$ cat src/hdl/ehc_pkg.sv
`timescale 1ns / 1ps
// ----------------------------------------------------------------------------
// ehc_pkg
// Shared types and constants for the ELF64 image header checker.
// ----------------------------------------------------------------------------
package ehc_pkg;

    localparam int ADDR_W  = 64;
    localparam int COUNT_W = 16;

    // Fixed header values
    localparam logic [7:0]  MAG0        = 8'h7F;
    localparam logic [7:0]  MAG1        = 8'h45;   // 'E'
    localparam logic [7:0]  MAG2        = 8'h4C;   // 'L'
    localparam logic [7:0]  MAG3        = 8'h46;   // 'F'
    localparam logic [7:0]  CLASS_64    = 8'd2;
    localparam logic [7:0]  DATA_LE     = 8'd1;
    localparam logic [15:0] TYPE_EXEC   = 16'd2;
    localparam logic [15:0] MACH_X86_64 = 16'h003E;
    localparam logic [15:0] HDR_BYTES   = 16'd64;
    localparam logic [15:0] REC_BYTES   = 16'd56;
    localparam logic [31:0] VERSION_1   = 32'd1;
    localparam logic [31:0] KIND_LOAD   = 32'd1;

    // Item kinds on the func field
    localparam logic FUNC_HEADER = 1'b0;
    localparam logic FUNC_RECORD = 1'b1;

    typedef enum logic [2:0] {
        FAIL_OK         = 3'd0,
        FAIL_HEADER     = 3'd1,
        FAIL_FILE_MEM   = 3'd2,
        FAIL_BEYOND     = 3'd3,
        FAIL_EMPTY      = 3'd4,
        FAIL_NONE       = 3'd5,
        FAIL_ENTRY      = 3'd6,
        FAIL_UNEXPECTED = 3'd7
    } fail_t;

    typedef enum logic [1:0] {
        PH_IDLE    = 2'd0,
        PH_RECORDS = 2'd1
    } phase_t;

    typedef struct packed {
        logic              func;
        logic [47:0]       ident_bytes;
        logic [63:0]       header_shorts;
        logic [31:0]       version_or_kind;
        logic [COUNT_W-1:0] table_count;
        logic [ADDR_W-1:0] address;
        logic [ADDR_W-1:0] file_offset;
        logic [ADDR_W-1:0] file_bytes;
        logic [ADDR_W-1:0] memory_bytes;
    } item_t;

    typedef struct packed {
        logic               done_res;
        logic               image_valid;
        logic [2:0]         fail_code;
        logic [COUNT_W-1:0] seg_count;
        logic [ADDR_W-1:0]  low_addr;
        logic [ADDR_W-1:0]  high_addr;
        logic [ADDR_W-1:0]  entry_addr;
    } result_t;

endpackage

$ cat src/hdl/ehc_check.sv
`timescale 1ns / 1ps
// ----------------------------------------------------------------------------
// ehc_check
// Header and segment checks, running image state and result formation.
// ----------------------------------------------------------------------------
module ehc_check (
    input  logic             clk,
    input  logic             rst_n,
    input  logic             cfg_write,
    input  logic [63:0]      cfg_data,
    input  logic             fire,
    input  ehc_pkg::item_t   cur,
    output ehc_pkg::result_t result
);
    import ehc_pkg::*;

    phase_t              phase_reg, phase_next;
    logic [COUNT_W-1:0]  left_reg, left_next;
    logic [ADDR_W-1:0]   entry_reg, entry_next;
    logic [ADDR_W-1:0]   low_reg, low_next;
    logic [ADDR_W-1:0]   high_reg, high_next;
    logic [COUNT_W-1:0]  count_reg, count_next;
    logic [ADDR_W-1:0]   img_bytes_reg;

    logic                is_header;
    logic                hdr_ok;
    logic [21:0]         tbl_bytes;
    logic [ADDR_W-1:0]   table_end;
    logic                unexpected;
    logic                is_load;
    logic [ADDR_W-1:0]   seg_end;
    logic [ADDR_W-1:0]   data_end;
    fail_t               seg_code;
    logic                seg_fail;
    logic                take_low;
    logic                take_high;
    logic [COUNT_W-1:0]  left_dec;
    logic [COUNT_W-1:0]  count_inc;
    logic                last_rec;
    logic                entry_below;
    logic                entry_above;

    // Header checks
    assign is_header = (cur.func == FUNC_HEADER);
    assign tbl_bytes = 22'(cur.table_count) * 22'(REC_BYTES);
    assign table_end = cur.file_offset + 64'(tbl_bytes);
    assign hdr_ok    = (img_bytes_reg >= 64'(HDR_BYTES))
                    && (cur.ident_bytes[7:0]   == MAG0)
                    && (cur.ident_bytes[15:8]  == MAG1)
                    && (cur.ident_bytes[23:16] == MAG2)
                    && (cur.ident_bytes[31:24] == MAG3)
                    && (cur.ident_bytes[39:32] == CLASS_64)
                    && (cur.ident_bytes[47:40] == DATA_LE)
                    && (cur.header_shorts[15:0]  == TYPE_EXEC)
                    && (cur.header_shorts[31:16] == MACH_X86_64)
                    && (cur.header_shorts[47:32] == HDR_BYTES)
                    && (cur.header_shorts[63:48] == REC_BYTES)
                    && (cur.version_or_kind == VERSION_1)
                    && (cur.table_count != '0)
                    && (table_end <= img_bytes_reg);

    // Segment checks
    assign unexpected = (phase_reg != PH_RECORDS) || (left_reg == '0);
    assign is_load    = (cur.version_or_kind == KIND_LOAD);
    assign seg_end    = cur.address + cur.memory_bytes;
    assign data_end   = cur.file_offset + cur.file_bytes;

    always_comb
    begin
        if (cur.file_bytes > cur.memory_bytes)
        begin
            seg_code = FAIL_FILE_MEM;
        end
        else if (data_end > img_bytes_reg)
        begin
            seg_code = FAIL_BEYOND;
        end
        else if (seg_end <= cur.address)
        begin
            seg_code = FAIL_EMPTY;
        end
        else
        begin
            seg_code = FAIL_OK;
        end
    end

    assign seg_fail  = is_load && (seg_code != FAIL_OK);
    assign take_low  = is_load && ((count_reg == '0) || (cur.address < low_reg));
    assign take_high = is_load && (seg_end > high_reg);
    assign count_inc = is_load ? count_reg + COUNT_W'(1) : count_reg;
    assign left_dec  = left_reg - COUNT_W'(1);
    assign last_rec  = (left_dec == '0);

    // Entry against the updated span, compared in parallel with the update
    assign entry_below = take_low  ? (entry_reg < cur.address) : (entry_reg < low_reg);
    assign entry_above = take_high ? (entry_reg >= seg_end)    : (entry_reg >= high_reg);

    // Next phase
    always_comb
    begin
        phase_next = phase_reg;
        if (fire)
        begin
            if (is_header)
            begin
                phase_next = hdr_ok ? PH_RECORDS : PH_IDLE;
            end
            else if (unexpected || seg_fail || last_rec)
            begin
                phase_next = PH_IDLE;
            end
        end
    end

    // Image state and result
    always_comb
    begin
        left_next  = left_reg;
        entry_next = entry_reg;
        low_next   = low_reg;
        high_next  = high_reg;
        count_next = count_reg;

        result.done_res    = 1'b0;
        result.image_valid = 1'b0;
        result.fail_code   = FAIL_OK;
        result.seg_count   = count_reg;
        result.low_addr    = low_reg;
        result.high_addr   = high_reg;
        result.entry_addr  = entry_reg;

        if (is_header)
        begin
            // Start a new image; drop anything in progress
            low_next   = '0;
            high_next  = '0;
            count_next = '0;
            result.seg_count = '0;
            result.low_addr  = '0;
            result.high_addr = '0;
            if (hdr_ok)
            begin
                entry_next = cur.address;
                left_next  = cur.table_count;
                result.entry_addr = cur.address;
            end
            else
            begin
                entry_next = '0;
                left_next  = '0;
                result.done_res   = 1'b1;
                result.fail_code  = FAIL_HEADER;
                result.entry_addr = '0;
            end
        end
        else if (unexpected)
        begin
            result.done_res  = 1'b1;
            result.fail_code = FAIL_UNEXPECTED;
        end
        else if (seg_fail)
        begin
            left_next        = '0;
            result.done_res  = 1'b1;
            result.fail_code = seg_code;
        end
        else
        begin
            if (take_low)
            begin
                low_next = cur.address;
            end
            if (take_high)
            begin
                high_next = seg_end;
            end
            count_next = count_inc;
            left_next  = left_dec;
            result.seg_count = count_inc;
            result.low_addr  = take_low  ? cur.address : low_reg;
            result.high_addr = take_high ? seg_end     : high_reg;
            if (last_rec)
            begin
                result.done_res = 1'b1;
                if (count_inc == '0)
                begin
                    result.fail_code = FAIL_NONE;
                end
                else if (entry_below || entry_above)
                begin
                    result.fail_code = FAIL_ENTRY;
                end
                else
                begin
                    result.image_valid = 1'b1;
                end
            end
        end
    end

    // Advance state on each checked word
    always_ff @(posedge clk or negedge rst_n)
    begin
        if (!rst_n)
        begin
            phase_reg <= PH_IDLE;
            left_reg  <= '0;
            entry_reg <= '0;
            low_reg   <= '0;
            high_reg  <= '0;
            count_reg <= '0;
        end
        else
        begin
            phase_reg <= phase_next;
            if (fire)
            begin
                left_reg  <= left_next;
                entry_reg <= entry_next;
                low_reg   <= low_next;
                high_reg  <= high_next;
                count_reg <= count_next;
            end
        end
    end

    // Image size register
    always_ff @(posedge clk or negedge rst_n)
    begin
        if (!rst_n)
        begin
            img_bytes_reg <= '0;
        end
        else if (cfg_write)
        begin
            img_bytes_reg <= cfg_data;
        end
    end

endmodule

$ cat config.mk
export PLATFORM = sky130hd
export DESIGN_NAME = ehc_check
export DESIGN_NICKNAME = d
export VERILOG_FILES = /design/src/hdl/ehc_pkg.sv /design/src/hdl/ehc_check.sv
export SDC_FILE = /design/constraint.sdc
export NUM_CORES = 2
export LEC_CHECK = 0
export BUFFER_PORTS_ARGS = -buffer_cell sky130_fd_sc_hd__buf_2
export CAP_MARGIN = 5
export CORE_ASPECT_RATIO = 0.9
export CORE_MARGIN = 8
export CORE_UTILIZATION = 50
export DETAILED_ROUTE_END_ITERATION = 8
export GPL_ROUTABILITY_DRIVEN = 0
export GPL_TIMING_DRIVEN = 0
export PLACE_DENSITY = 0.74
export SYNTH_ARGS = -nofsm -noshare
export SYNTH_HDL_FRONTEND = slang
export SYNTH_SLANG_ARGS = --single-unit
$ cat constraint.sdc
create_clock -name clk -period 14.8 [get_ports clk]
set_clock_uncertainty 0.1 [all_clocks]
set_input_delay 0.74 -clock clk [delete_from_list [all_inputs] [get_ports clk]]
set_output_delay 0.74 -clock clk [all_outputs]
set_load 0.05 [all_outputs]
== Word-level counts from Yosys, hierarchy flattened ==
Cells that the tools add are included.
Storage, ports and cells
  input bits: 485
  bits in registers: 290
Cells by class
  muxes and demuxes: 44
  magnitude comparators: 11
  reductions and logical operators: 30
  equality and inequality tests: 15
  add/sub/neg operators: 5
  $mul: 1
Operators with widths (count)
  $mux 64: 10
  $mux 144: 2
  $gt 64x64->1: 3
  $lt 64x64->1: 3
  $mux 147: 1
  $add 64x64->64: 2
  $ge 64x64->1: 2
  $le 64x64->1: 2
  $mux 16: 8
  $add 64x22->64: 1
  $ge 64x7->1 const B: 1
  $logic_not 16->1: 4
  $eq 16x6->1 const B: 2
  $eq 32x1->1 const B: 1
  $eq 8x7->1 const B: 4
  $mux 3: 7
  $mul 16x3->19 const B: 1
  $add 16x1->16 const B: 1
  $eq 16x2->1 const B: 1
  $eq 16x7->1 const B: 1
  $logic_and 1x1->1: 16
  $reduce_bool 16->1: 1
  $sub 16x1->16 const B: 1
  $mux 1: 13
  10 further kinds: 18

== Logic depth before layout (Yosys ltp) ==
  word-level depth: 16
  gate-level depth with buffers: 38
  depth with buffers taken out: 35

== Worst setup path before layout ==
Ideal clock, no wire load.
  kind: input to output
  start: in cur[256] (netlist bit)
  end: out result[0] (netlist bit)
  required time: 13960 ps
  buffers on the path: 3
  slack: 6003 ps
  cell stages on the path: 37
  arrival time: 7957 ps
  cells stage by stage: fa_1 ha_1 inv_1 fa_1 nor2b_1 o21ai_0 a21boi_0 o21ai_0 nand2b_1 a21o_1 a41o_1 o41ai_1 o21a_1 xnor2_1 ha_1 nand3_1 nor2_1 and3_1 nand2_1 a21o_1 a31oi_1 clkbuf_1 and3_1 xor2_1 ha_1 and4_1 nand4_1 or4_1 nor4_2 nor2b_1 a2bb2oi_1 o31ai_2 nor2_1 buf_4 buf_4 nand2_1 o21ai_0
RTL lines
  from (decl): line ehc_check.sv:12  | input ehc_pkg::item_t cur,
  to (decl): line ehc_check.sv:13  | output ehc_pkg::result_t result

==> summary.txt <==
Pwr
  – Leakage: 23.88 nW
  – Pwr/cell area: 77.63 mW/mm^2
  – VDD IR max: 0.06460 mV
  – Internal Power: 2.068 mW
  – Comb power frac: 48.0%
  – Power Total: 3.562 mW
  – Switch Pwr: 1.494 mW
  – Seq pwr share: 24.0%
  – Switch share: 41.95%
  – Clock power frac: 28.0%

Routing
  – Via count: 42441
  – Remaining antenna violation count after routing: 0
  – DRT iter0 DRCs: 4526
  – Final WL: 167200 um
  – Vias/cell: 6.436
  – DRC: 0
  – Avg WL per Cell: 25.36 um
  – Drt pass-1 iters: 7

Synth
  – Post-synth ARST share: 100.0%
  – Largest cells by area after synthesis: ha_1, dfrtp_1, a22o_1
  – Synth Register Bits: 289
  – Syn_nets: 6074
  – Yosys cell types: 99
  – Synth top area share: 25.67%
  – Post-synth EDFFs: 0
  – Post-synth top flop: dfrtp_1
  – Yosys top cell by area: ha_1
  – Mapped Area: 0.03963 mm^2
  – Mean post-synth cell area: 8.331 um^2
  – Cells after synthesis: 4757
  – Seq/Total Area, Yosys: 18.25%
  – Ys Warns: 0

STA
  – Max Clk Rate: 0.08696 GHz
  – Final hold violation count: 0
  – Final setup violation count: 0
  – RSZ-0062 raised after global routing: no
  – Final min period: 11.50 ns
  – Period utilisation layout: 77.70%
  – Worst hold slack: 0.05708 ns
  – Setup TNS: 0 ns
  – Measured slew at the worst slew-check pin: 1.430 ns
  – Max Slew Vio Count: 0
  – Slew margin rel.: 2.177%

Run status
  – Failing checks: capacitance limit
  – Status: complete, but fails checks

Critical path
  – Crit path max fanout: 10
  – Largest stage delay on the critical path: 0.72 ns
  – Cell mode on critical path: a21o_1
  – Crit-path slowest cell: a221oi_1
  – Crit start category: primary input
  – CP required: 13.96 ns
  – Worst setup EP type: primary output
  – Worst EP arrival: 10.66 ns
  – Crit path kind: primary input to primary output

GRT
  – Total GRT Usage: 35.58%
  – Grt total ovfl: 0
  – Vias in the first global route: 41193
  – Initial antenna violation count: 31
  – First-pass GRT wire length: 247200 um
  – Largest net degree at the start of global routing: 106

Clock network
  – H-tree levels: 2
  – CTS tree: done
  – Longest Clk Path Bufs: 3
  – Clk slew on worst S/H paths: 0.08 ns
  – PostCTS Resize Cnt: 0
  – Clock Sinks: 289
  – Root Buffer: clkbuf_16
  – Num CTS Buffers: 37
  – Latest clock arrival within the worst-skew pair: 0.61 ns
  – Setup bufs post-CTS: 0
  – Hold_buf cts: 0

Floorplan
  – Die extent in x: 312.8 um
  – IO Pins: 698
  – Core ar.: 0.07897 mm^2
  – Die area: 0.08854 mm^2
  – Die H: 283.1 um
  – Row Count: 98
  – Initial Utilization: 50.19%

Finish
  – Layout area overhead: 15.77%
  – Final nets: 6813
  – Layout cells sized above 1: 16.14%
  – Design Area, Final: 0.04588 mm^2

Hold path
  – Hold Crit Class: primary input to asynchronous set/reset pin

Job
  – Max-cap violations: 1

Placed design
  – HPWL after DPL: 140100 um
  – PortBufs: 696
  – Placement Cell Area: 0.04451 mm^2
==> kinds of logic after synthesis <==
logic type | count (synthesis) | share of synthesized area [%]
AO/OA/AOI/OAI | 1622 | 28.58
adder cells (fa/ha/maj) | 832 | 26.63
AND/OR/NAND/NOR | 1149 | 15.07
multiplexers | 15 | 0.3820
XOR/XNOR | 202 | 4.502
buffers and inverters | 648 | 6.592
flip-flops | 289 | 18.25
==> power by group through the flow <==
stage,Sequential [mW],Clock (mW),Combinational [mW]
after global routing,0.861,1.03,1.87
after floorplan,0.861,0,1.13
after global placement,0.867,0,1.60
after detailed placement,0.868,0,1.65
final,0.856,0.997,1.71
after CTS,0.855,1.00,1.66
==> routing by layer <==
layer | vias up | global-route usage [%] | part of all wire (%)
met5 | - | 0 | 0.060
li1 | 19425 | - | -
met1 | 19987 | 45.18 | 39
met2 | 2487 | 54.59 | 43
met3 | 526 | 9.120 | 12
met4 | 16 | 20.14 | 6.9
==> cells in the final DEF (no fill, tap or decap), types with 14 or more instances in the layout <==
cell and n:
a211o_1 18, clkbuf_1 89, o21ai_0 276, o2bb2ai_1 24
xor2_1 58, a221oi_1 15, fa_1 19, xnor2_1 142
and2_1 17, nand2_1 273, o21bai_1 33, nor2b_1 39
nor4b_1 14, a21oi_1 353, a22o_1 348, and3_1 48
nor3_1 67, o211ai_1 28, mux2i_1 14, o31ai_1 24
a31oi_1 33, nor4_1 57, clkbuf_16 38, o21a_1 36
nand2b_1 25, or3_1 26, a211oi_1 47, a21o_1 255
nand4_1 172, inv_1 481, nand3_1 127, diode_2 23
and4_1 21, dfrtp_1 289, nor2_1 206, ha_1 813
buf_2 751
==> final cells by class <==
cell class	instances	area, um^2
Clock inverter	18	265.3
Multi-Input combinational cell	3820	29790
Buffer	167	807.0
Antenna cell	23	57.56
Fill cell	7265	33090
Sequential cell	289	7232
Clock buffer	46	1041
Timing Repair Buffer	700	3571
Inverter	481	1805
Tap cell	1050	1314
==> path summary, 6_finish.rpt <==
kind,start,to,slack (ns),cells after the start
setup / recovery,cur[256],result[0],3.30,39
hold / removal,rst_n,high_reg[5],0.06,1
setup reg to reg,img_bytes_reg[31],low_reg[14],9.81,12
hold reg to reg,low_reg[8],low_reg[8],0.40,1
max in group asynchronous,rst_n,entry_reg[57],13.38,2
min in group clk,cfg_data[1],img_bytes_reg[1],0.29,3
==> worst max-delay path, delay by kind of cell <==
kind / cells / cell delay [ns]
XOR/XNOR: 2 / 0.23
AND/OR/NAND/NOR: 12 / 2.80
adder cells (fa/ha/maj): 5 / 1.58
buffers and inverters: 5 / 1.37
AO/OA/AOI/OAI: 15 / 3.90
==> cell usage after synthesis, drive strengths merged, types with 24 or more instances <==
library cell  number
ha               813
inv              481
a21oi            357
a22o             348
dfrtp            289
o21ai            284
nand2            273
a21o             256
nor2             211
nand4            172
xnor2            144
nand3            127
clkbuf            88
buf               79
nor3              72
nor4              60
xor2              58
a211oi            49
and3              48
nor2b             39
o21a              36
a31oi             34
o21bai            33
o211ai            31
o31ai             28
or3               26
nand2b            25
o2bb2ai           24
==> stage by stage <==
stage	setup WS (ns)	cells	utilization, %
2_1_floorplan	6.003	4757	-
3_3_place_gp	3.562	6503	56.26
3_5_place_dp	3.491	6506	56.36
4_1_cts	3.476	6570	58.02
5_1_grt	2.929	6582	58.06
6_report	3.301	6594	58.10
Note: power is estimated with default switching activity, not from simulation.
